[config.mk]
export PLATFORM = sky130hd
export DESIGN_NAME = hng_unit
export DESIGN_NICKNAME = d
export VERILOG_FILES = /design/src/sv/hng_pkg.sv /design/src/sv/hng_unit.sv
export SDC_FILE = /design/constraint.sdc
export NUM_CORES = 1
export LEC_CHECK = 0
export ABC_AREA = 1
export BUFFER_PORTS_ARGS = -buffer_cell sky130_fd_sc_hd__buf_2
export CAP_MARGIN = 15
export CORE_MARGIN = 10
export CORE_UTILIZATION = 40
export CTS_BUF_LIST = sky130_fd_sc_hd__clkbuf_8
export DETAILED_ROUTE_END_ITERATION = 8
export SYNTH_ARGS = -nofsm -noshare
export SYNTH_HDL_FRONTEND = slang
export SYNTH_SLANG_ARGS = --single-unit
export TNS_END_PERCENT = 30
[constraint.sdc]
create_clock -name clock -period 6.9 [get_ports clock]
set_clock_uncertainty 0.1 [all_clocks]
set_input_delay 1.38 -clock clock [delete_from_list [all_inputs] [get_ports clock]]
set_output_delay 1.38 -clock clock [all_outputs]
set_load 0.1 [all_outputs]
[src/sv/hng_pkg.sv]
// ----------------------------------------------------------------------------
// Heightmap normal generator package
// Shared constants, state types and the interface structs of the shared
// normalization unit.
// ----------------------------------------------------------------------------
`default_nettype none
package hng_pkg;

   localparam int MAX_WIDTH = 1024;
   localparam int COL_W     = 10;
   localparam int ADDR_W    = 11;
   localparam int ROW_W     = 17;
   localparam int SQ_W      = 34;
   localparam int S_W       = 35;
   localparam int REM_W     = 36;
   localparam int Q_W       = 26;
   localparam int N_W       = 13;
   localparam int DIV_STEPS  = 26;
   localparam int SQRT_STEPS = 13;

   localparam logic [0:0] CSR_GRID_WIDTH = 1'b0;
   localparam logic [0:0] CSR_GRID_ROWS  = 1'b1;

   typedef enum logic [3:0] {
      S_IDLE, S_READ, S_TRI, S_SQB, S_START, S_WAIT, S_WRITE, S_SUM, S_EMIT
   } hng_state_type;

   typedef enum logic [1:0] {U_IDLE, U_DIV, U_SQRT} hng_ustate_type;

   typedef struct packed {
      logic            start;
      logic [SQ_W-1:0] m_sq;
      logic [S_W-1:0]  s;
   } hng_ureq_type;

   typedef struct packed {
      logic           done;
      logic [N_W-1:0] n;
   } hng_ursp_type;

endpackage
`default_nettype wire

[src/sv/hng_unit.sv]
// ----------------------------------------------------------------------------
// Normalization unit
// Computes round(4096 * sqrt(m_sq / s)) by a bit-serial division followed by
// a digit-by-digit square root.
// ----------------------------------------------------------------------------
`default_nettype none
module hng_unit import hng_pkg::*; (
   input  wire logic         clock,
   input  wire logic         reset,
   input  wire hng_ureq_type ureq,
   output hng_ursp_type      ursp
);

   hng_ustate_type   state_ff, state_in;
   logic [REM_W-1:0] rem_ff, rem_in;
   logic [Q_W-1:0]   quo_ff, quo_in;
   logic [S_W-1:0]   s_ff, s_in;
   logic [Q_W-1:0]   op_ff, op_in;
   logic [Q_W-1:0]   res_ff, res_in;
   logic [Q_W-1:0]   one_ff, one_in;
   logic [4:0]       cnt_ff, cnt_in;
   logic             done_ff, done_in;
   logic [N_W-1:0]   n_ff, n_in;

   logic [REM_W-1:0] sh;
   logic             ge;
   logic [Q_W:0]     t;
   logic             take;

   always_comb begin
      sh   = {rem_ff[REM_W-2:0], 1'b0};
      ge   = sh >= {1'b0, s_ff};
      t    = {1'b0, res_ff} + {1'b0, one_ff};
      take = {1'b0, op_ff} >= t;
   end

   always_comb begin
      state_in = state_ff;
      case (state_ff)
         U_IDLE:  if (ureq.start) state_in = U_DIV;
         U_DIV:   if (cnt_ff == 5'(DIV_STEPS - 1)) state_in = U_SQRT;
         U_SQRT:  if (cnt_ff == 5'(SQRT_STEPS - 1)) state_in = U_IDLE;
         default: state_in = U_IDLE;
      endcase
   end

   always_comb begin
      rem_in  = rem_ff;
      quo_in  = quo_ff;
      s_in    = s_ff;
      op_in   = op_ff;
      res_in  = res_ff;
      one_in  = one_ff;
      cnt_in  = cnt_ff;
      done_in = 1'b0;
      n_in    = n_ff;
      case (state_ff)
         U_IDLE: begin
            rem_in = {{(REM_W-SQ_W){1'b0}}, ureq.m_sq};
            quo_in = '0;
            s_in   = ureq.s;
            cnt_in = '0;
         end
         U_DIV: begin
            rem_in = ge ? sh - {1'b0, s_ff} : sh;
            quo_in = {quo_ff[Q_W-2:0], ge};
            cnt_in = cnt_ff + 5'd1;
            if (cnt_ff == 5'(DIV_STEPS - 1)) begin
               op_in  = {quo_ff[Q_W-2:0], ge};
               res_in = '0;
               one_in = Q_W'(1) << (Q_W - 2);
               cnt_in = '0;
            end
         end
         U_SQRT: begin
            if (take) begin
               op_in  = op_ff - t[Q_W-1:0];
               res_in = (res_ff >> 1) + one_ff;
            end else begin
               res_in = res_ff >> 1;
            end
            one_in = one_ff >> 2;
            cnt_in = cnt_ff + 5'd1;
            if (cnt_ff == 5'(SQRT_STEPS - 1)) begin
               // Round half up: the largest n with 2n-1 <= floor root.
               done_in = 1'b1;
               n_in    = N_W'((res_in + Q_W'(1)) >> 1);
            end
         end
         default: ;
      endcase
   end

   always_ff @(posedge clock) begin
      if (reset) begin
         state_ff <= U_IDLE;
         cnt_ff   <= '0;
         done_ff  <= 1'b0;
      end else begin
         state_ff <= state_in;
         cnt_ff   <= cnt_in;
         done_ff  <= done_in;
      end
      rem_ff <= rem_in;
      quo_ff <= quo_in;
      s_ff   <= s_in;
      op_ff  <= op_in;
      res_ff <= res_in;
      one_ff <= one_in;
      n_ff   <= n_in;
   end

   assign ursp.done = done_ff;
   assign ursp.n    = n_ff;

endmodule
`default_nettype wire

After elaboration in Yosys (flattened, before gate mapping)
Index checks and enable logic that the tools add are counted.
Widths: inputs -> output; s select.
{"block": "totals", "ff_bits": 194, "wordCells": 55}
{"block": "classes", "add_sub_neg": 6, "order_cmp": 2, "n_eq_ne": 8, "mux": 19, "bitwise_logic": 1, "n_reduce_logical": 9}
{"operator": "$mux 26", "count": 6}
{"operator": "$pmux 26 s2", "count": 3}
{"operator": "$pmux 35 s2", "count": 1}
{"operator": "$pmux 25 s2", "count": 1}
{"operator": "$ge 36x35->1", "count": 1}
{"operator": "$mux 35", "count": 1}
{"operator": "$sub 35x35->35", "count": 1}
{"operator": "$add 26x26->27", "count": 1}
{"operator": "$ge 26x27->1", "count": 1}
{"operator": "$add 25x26->26", "count": 1}
{"operator": "$sub 26x26->26", "count": 1}
{"operator": "$pmux 5 s3", "count": 1}
{"operator": "$add 14x1->14 const B", "count": 1}
{"operator": "$ne 2x2->1 const B", "count": 4}
{"operator": "$mux 2", "count": 3}
{"operator": "$pmux 2 s3", "count": 1}
{"operator": "$reduce_and 3->1", "count": 2}
{"operator": "$add 5x1->5 const B", "count": 1}
{"operator": "$eq 5x4->1 const B", "count": 1}
{"operator": "$eq 5x5->1 const B", "count": 1}
{"operator": "$mux 5", "count": 1}
{"operator": "$reduce_and 2->1", "count": 2}
{"operator": "$reduce_bool 2->1", "count": 2}
{"operator": "$reduce_bool 3->1", "count": 1}
{"operator": "other kinds (6)", "count": 6}

Longest topological paths before layout
Gate-level depths: netlist (run 1).
{"block": "logic_depth", "depth_word": 5, "depth_mapped": 34, "ltp_nobuf": 33}

Least setup slack after synthesis (run 1)
Ideal clock, no wire load.
{"block": "synth_timing", "path_type": "register to register", "start": "register res_ff[2]", "end": "register op_ff[0] (enable)", "setup_time_ps": 381, "arrival_ps": 4045, "required_time_ps": 6419, "slack_ps": 2374, "path_stages_with_launch": 31, "n_path_buf": 1, "synth_period_minus_slack_ps": 4526, "cell_sequence": "edfxtp_1 ha_1 nand3_1 nand2_1 inv_1 o21bai_1 nand2_1 nand2_1 nand3_1 nand2_1 nand2_1 nand2_1 a21oi_1 o21ai_0 xor2_1 ha_1 nand2_1 nor2_1 nand2_1 nor2_2 nand3_1 nand2_1 nand2_1 nand2_2 nand2_4 nand2_4 buf_4 nor2_1 inv_1 nand2_1 inv_1"}
{"block": "synth_between", "elab_chain_len": 4}
{"element": "start, declared", "line": "hng_unit.sv:19", "text": "logic [Q_W-1:0] res_ff, res_in;"}
{"element": "start signal, assigned", "line": "hng_unit.sv:108", "text": "res_ff <= res_in;"}
{"element": "$add 26x26->27", "line": "hng_unit.sv:33", "text": "t = {1'b0, res_ff} + {1'b0, one_ff};"}
{"element": "$ge 26x27->1", "line": "hng_unit.sv:34", "text": "take = {1'b0, op_ff} >= t;"}
{"element": "$ne 2x2->1 (no line)"}
{"element": "$reduce_and 3->1 (no line)"}
{"element": "end signal, assigned", "line": "hng_unit.sv:107", "text": "op_ff <= op_in;"}
{"element": "end, declared", "line": "hng_unit.sv:18", "text": "logic [Q_W-1:0] op_ff, op_in;"}
No other way between the ends.
A chain may end at the register's enable or synchronous reset.

Final worst setup path (run 1)
{"block": "layout_timing", "start": "register res_ff[2]", "end": "register n_ff[11] (data pin)"}
{"block": "layout_between", "elab_chain_len": 5}
{"element": "$add 26x26->27", "line": "hng_unit.sv:33"}
{"element": "$ge 26x27->1", "line": "hng_unit.sv:34"}
{"element": "$mux 26 *", "line": "hng_unit.sv:76", "text": "if (take) begin"}
{"element": "$mux 26 *", "line": "hng_unit.sv:57", "text": "case (state_ff)"}
{"element": "$add 14x1->14 *", "line": "hng_unit.sv:87", "text": "n_in = N_W'((res_in + Q_W'(1)) >> 1);"}
{"element": "end signal, assigned", "line": "hng_unit.sv:110", "text": "n_ff <= n_in;"}
{"element": "end, declared", "line": "hng_unit.sv:23", "text": "logic [N_W-1:0] n_ff, n_in;"}
Every way passes the cells marked *; elsewhere a longest branch is shown, timed or not. The select of a mux whose other input is x is not followed.

==> results of run 1 <==
-- sequential cells by signal, summed over array words and instances, names as in the netlist --
signal,flops
cnt_ff,5
done_ff,1
n_ff,13
one_ff,13
op_ff,26
quo_ff,25
rem_ff,35
res_ff,26
s_ff,35
state_ff,2
-- cell type report --
cell class	count	area (sq um)	share of cell area, %
clock inverter	15	171	1.15
multi-input combinational	1285	7060	47.4
timing repair buffer	95	500	3.36
clock buffer	17	234	1.57
inverter	271	1020	6.83
sequential	181	5360	35.9
tap	448	561	3.76
-- cells in the final DEF (no fill, tap or decap), types with 5 or more instances in the layout --
cell type	n
dfxtp_1	8
buf_2	85
nand2_1	472
nand2_2	10
o211ai_1	11
xor2_1	51
inv_2	7
nand4_1	16
nor4_1	9
a21oi_1	108
nor3_1	12
o21ai_1	11
clkbuf_8	17
buf_4	10
a21o_1	7
o21bai_1	12
ha_1	95
inv_6	5
a31oi_1	15
o21ai_0	117
xnor2_1	28
inv_1	263
nand3_1	94
nor2_2	7
or2_2	8
edfxtp_1	173
nor2_1	151
-- metal layers --
layer	vias to the layer above	routed length (microns)
met5	-	0
met3	46	1510
met4	0	805
met1	5329	16300
met2	256	17200
li1	6015	-
-- cell families (layout without fill, tap and decap cells) --
kind of cell,after synthesis,after routing,share of synthesized area (%)
buffers and inverters,306,398,8.78
DFF,181,181,39.4
xor gates and xnor gates,79,79,5.09
adders and majority gates,99,99,9.22
AOI/OAI and AO/OA,307,307,12.6
and+or+nand+nor,800,800,25.0
-- worst reg2reg max path, cell delays in order, from the launching register on --
cell	delay (ps)
edfxtp_1	480
ha_1	390
nand3_1	90
nand2_1	100
inv_1	50
o21bai_1	340
nand2_1	90
nand2_1	100
nand3_1	70
nand2_1	90
nand2_1	60
nand2_1	90
a21oi_1	110
o21ai_0	240
xor2_1	110
ha_1	390
nand2_1	130
nor4_1	440
nand3_4	350
nand2_4	430
nand2_1	130
nand2_1	150
ha_1	270
nand3_2	150
inv_1	100
nand3_1	80
nand2_1	70
nand2_1	50
-- stage by stage --
stage | cells | util [%]
2_1_floorplan | 1772 | -
3_3_place_gp | 2279 | 43.2
3_5_place_dp | 2279 | 43.2
4_1_cts | 2311 | 44.4
5_1_grt | 2312 | 44.4
6_report | 2312 | 44.4
-- path summary, 6_finish.rpt --
kind,from,cells after the start,end
setup / recovery,res_ff[2]$_SDFFCE_PN0P_,27,n_ff[11]$_DFFE_PP_
hold / removal,cnt_ff[1]$_SDFFE_PP0P_,2,cnt_ff[1]$_SDFFE_PP0P_
setup reg to reg,res_ff[2]$_SDFFCE_PN0P_,27,n_ff[11]$_DFFE_PP_
hold reg to reg,cnt_ff[1]$_SDFFE_PP0P_,2,cnt_ff[1]$_SDFFE_PP0P_
==> run_results.csv, run 1 <==
group,metric,value,unit
floorplan,coreArea,33500,sq um
synth,syn_nets,1943,
global_routing,grt-ovfl-total,0,
sta,setup_ws,1440,ps
global_routing,grt.busiest_layer,"met2",
setup_path,end_kind,"flop",
global_routing,met3_usage,2.74,%
routing,routed_via_density,5.04,
setup_path,path_max_fanout,33,
clocking,clock_sinks,181,
sta,maxSlewViolCount,0,
setup_path,crit_arrival,5630,ps
sta,maxSlewHeadroom,43.3,%
routing,drc,0,
clocking,clk_latency,510,ps
clocking,cts_setup_buffers,0,
setup_path,start_kind,"flop",
sta,rsz0062_at_grt,"no",
clocking,cts_tree,"yes",
sta,fmax,183,MHz
setup_path,crit_required,7070,ps
job,max_cap_viol_count,0,
floorplan,std_cell_rows,67,
clocking,root_buffer,"clkbuf_8",
cells_and_area,num_antenna_cells,0,
routing,wl_per_cell,15.5,microns
sta,post-route-period-util,79.2,%
synth,yosys-top-cells-count,"nand2_1 (473), inv_1 (263), edfxtp_1 (173)",
sta,setup_viol,0,
clocking,path_clk_slew,100,ps
place,post-place-ws,1470,ps
global_routing,antenna_found_initial,0,
synth,yosys_warnings,0,
synth,postSynth.asyncResetShare,0,%
sta,holdWs,431,ps
routing,first_pass_iters,5,
synth,syn-cell-area,13600,sq um
sta,post-route-min-period,5460,ps
floorplan,dieArea,41800,sq um
clocking,clock_path_buffers,2,
synth,synth_top_area_share,38.2,%
place,placed_area,14500,sq um
floorplan,die_y,204,microns
cells_and_area,fillers,3514,
global_routing,grt_max_degree,61,
place,io_buffers,85,
setup_path,cpMostUsedCell,"nand2_1",
routing,num_vias,11600,
setup_path,crit_buf_inv,2,
place,hpwl,28.0,mm
synth,yosys.cell_count.top_type,"nand2_1",
cells_and_area,fin_area,14900,sq um
routing,wirelength,35.8,mm
global_routing,grt_util_all_layers,17.4,%
synth,ys_ff_latch,181,
setup_path,max_stage_delay,480,ps
status,status,"complete, no violations",
clocking,cts.hold.buffers_added,0,
clocking,cts_buffers,17,
synth,synth_edf_count,173,
setup_path,worstSetupPathType,"reg -> reg",
floorplan,boundaryPins,86,
routing,drtIter0Drc,638,
cells_and_area,area_growth_syn_to_layout,9.54,%
sta,finalHoldViolations,0,
global_routing,grt_pass1_wl,58.9,mm
synth,synth_top_area_cell,"edfxtp_1",
global_routing,use_met2,30.1,%
cells_and_area,drive_above_1_share,9.66,%
sta,finalSetupTns,0,ps
floorplan,start_util,40.6,%
place,globalplace.congestion,0.913,
floorplan,die_w,204,microns
cells_and_area,final_nets,2022,
global_routing,grt_pass1_vias,11700,
clocking,cts_max_level,4,
synth,synthFlopType,"edfxtp_1",
setup_path,cp_slowest_cell,"edfxtp_1",
clocking,cts_resized,0,
routing,ant_nets,0,
synth,avgSynthCellArea,7.68,sq um
sta,tightest_slew,851,ps
setup_path,rrSetupSlack,1440,ps
min_path,min_path_type,"reg -> reg",
synth,synthTopCellsByArea,"edfxtp_1 (38%), nand2_1 (13%), ha_1 (8.9%)",
setup_path,cp_top_family,"simple AND/OR/NAND/NOR gates",
global_routing,use_met1,21.5,%
synth,ys_seq_area_share,39.4,%
synth,syn_inst,1772,
synth,synth_cell_types,52,
Power of run 1 is not shown: default switching activity piles up to over one toggle a cycle in this logic, so the estimate is an artifact.
==> run 2: changes to the inputs <==
==> constraint.sdc (replaced) <==
create_clock -name clock -period 4.83 [get_ports clock]
set_clock_uncertainty 0.1 [all_clocks]
set_input_delay 0.966 -clock clock [delete_from_list [all_inputs] [get_ports clock]]
set_output_delay 0.966 -clock clock [all_outputs]
set_load 0.1 [all_outputs]
==> run 2 against run 1 <==
First-iteration DRC count increased by 7.5%. Critical path depth increased by 3. Global-route usage increased by 0.52 points. Sequential cell count unchanged. Highest routed layer unchanged.
==> run_results.csv, run 2 (synthesis gave the netlist of run 1 again) <==
group,metric,value,unit
floorplan,die_w,204,microns
min_path,holdPathStages,2,
cells_and_area,top_regs,"rem_ff (35), s_ff (35)",
sta,tightest_slew,1000,ps
sta,maxSlewHeadroom,32.9,%
job,max_cap_viol_count,0,
min_path,worstHoldStart,"cnt_ff[1]$_SDFFE_PP0P_",
routing,wl_per_cell,15.7,microns
routing,drc,0,
routing,ant_nets,0,
routing,num_vias,11800,
clocking,clock_path_buffers,2,
setup_path,start_kind,"flop",
setup_path,cp-startpoint,"one_ff[8]$_SDFFCE_PN0P_",
setup_path,end_kind,"flop",
routing,wirelength,36.8,mm
setup_path,crit_required,5010,ps
place,globalplace.congestion,0.920,
cells_and_area,fillers,3419,
place,hpwl,28.7,mm
sta,setup_ws,352,ps
min_path,min_to,"cnt_ff[1]$_SDFFE_PP0P_",
sta,maxSlewViolCount,0,
cells_and_area,drive_above_1_share,12.0,%
global_routing,grt_pass1_wl,60.4,mm
floorplan,coreArea,33500,sq um
setup_path,cpMostUsedCell,"nand2_1",
cells_and_area,layout_common_cells,"nand2_1 (467), inv_1 (261), edfxtp_1 (173)",
setup_path,crit_arrival,4660,ps
global_routing,grt_max_degree,50,
clocking,cts_max_level,4,
clocking,clk_latency,520,ps
sta,post-route-period-util,92.7,%
floorplan,die_y,204,microns
floorplan,dieArea,41800,sq um
floorplan,start_util,40.6,%
floorplan,std_cell_rows,67,
place,io_buffers,85,
setup_path,r2r-end,"n_ff[12]$_DFFE_PP_",
global_routing,antenna_found_initial,0,
clocking,clock_sinks,181,
place,post-place-ws,131,ps
cells_and_area,num_antenna_cells,0,
routing,first_pass_iters,6,
sta,fmax,223,MHz
routing,drtIter0Drc,686,
setup_path,rrSetupSlack,350,ps
setup_path,cp_slowest_cell,"edfxtp_1",
setup_path,r2r_cells,30,
clocking,cts_tree,"yes",
setup_path,r2r_start,"one_ff[8]$_SDFFCE_PN0P_",
sta,post-route-min-period,4480,ps
status,status,"complete, no violations",
setup_path,path_max_fanout,12,
setup_path,worstSetupPathType,"reg -> reg",
clocking,path_clk_slew,100,ps
global_routing,grt_pass1_vias,11900,
sta,setup_viol,0,
clocking,cts_buffers,17,
setup_path,max_stage_delay,430,ps
clocking,root_buffer,"clkbuf_8",
global_routing,grt-ovfl-total,0,
cells_and_area,layout_commonest_cell,"nand2_1",
floorplan,boundaryPins,86,
min_path,min_path_type,"reg -> reg",
cells_and_area,area_growth_syn_to_layout,11.9,%
global_routing,grt_util_all_layers,17.9,%
cells_and_area,final_nets,2048,
sta,finalHoldViolations,0,
routing,routed_via_density,5.04,
## run 2: how the worst max path moves through the flow
stage | endpoint | slack, ps | cells after the start
6_report | n_ff[12]$_DFFE_PP_ | 350 | 30
3_3_place_gp | n_ff[12]$_DFFE_PP_ | 260 | 30
5_1_grt | n_ff[12]$_DFFE_PP_ | -30 | 33
3_5_place_dp | op_ff[7]$_DFFE_PP_ | 130 | 28
2_1_floorplan | op_ff[0]$_DFFE_PP_ | 300 | 30
4_1_cts | op_ff[3]$_DFFE_PP_ | 110 | 28
## run 2: through the flow
step,setup TNS (ps),std cells,hold WS [ps],area (sq um),utilization (%)
after floorplan,0,1772,375,13600,-
after global placement,0,2295,393,14600,43.6
after detailed placement,0,2295,408,14600,43.6
after CTS,0,2327,422,15000,44.8
after global routing,-27.8,2338,464,15200,45.4
final,0,2338,415,15200,45.4
## run 2: layout make-up
cell class	count	area [sq um]	share of cell area, %
multi-input combinational	1285	7160	47.0
sequential	181	5360	35.2
inverter	271	1020	6.68
timing repair buffer	121	742	4.87
tap	448	561	3.68
clock buffer	17	234	1.54
clock inverter	15	158	1.04
## run 2: routing by layer
| metal | vias up | track usage [%] | routed length, microns |
|---|---|---|---|
| met5 | - | 0 | 0 |
| met4 | 0 | 4.84 | 608 |
| met3 | 34 | 3.06 | 1330 |
| met2 | 246 | 31.3 | 18100 |
| met1 | 5440 | 22.2 | 16700 |
| li1 | 6073 | - | - |
## run 2: what timing repair did
| item | in CTS | in global routing |
|---|---|---|
| setup endpoints to repair | 0 | 53 |
| hold buffers | 0 | 0 |
| setup buffers | 0 | 10 |
| resized for setup | 0 | 26 |
## run 2: worst max-delay path: cells and delay by family, from the launching register on
family	cells	cell delay, ps
compound gates	4	660
xor+xnor	1	150
fa+ha+maj	2	740
buf+inv	1	140
flops	1	430
simple gates	22	2040
Power of run 2 is left out for the same reason.
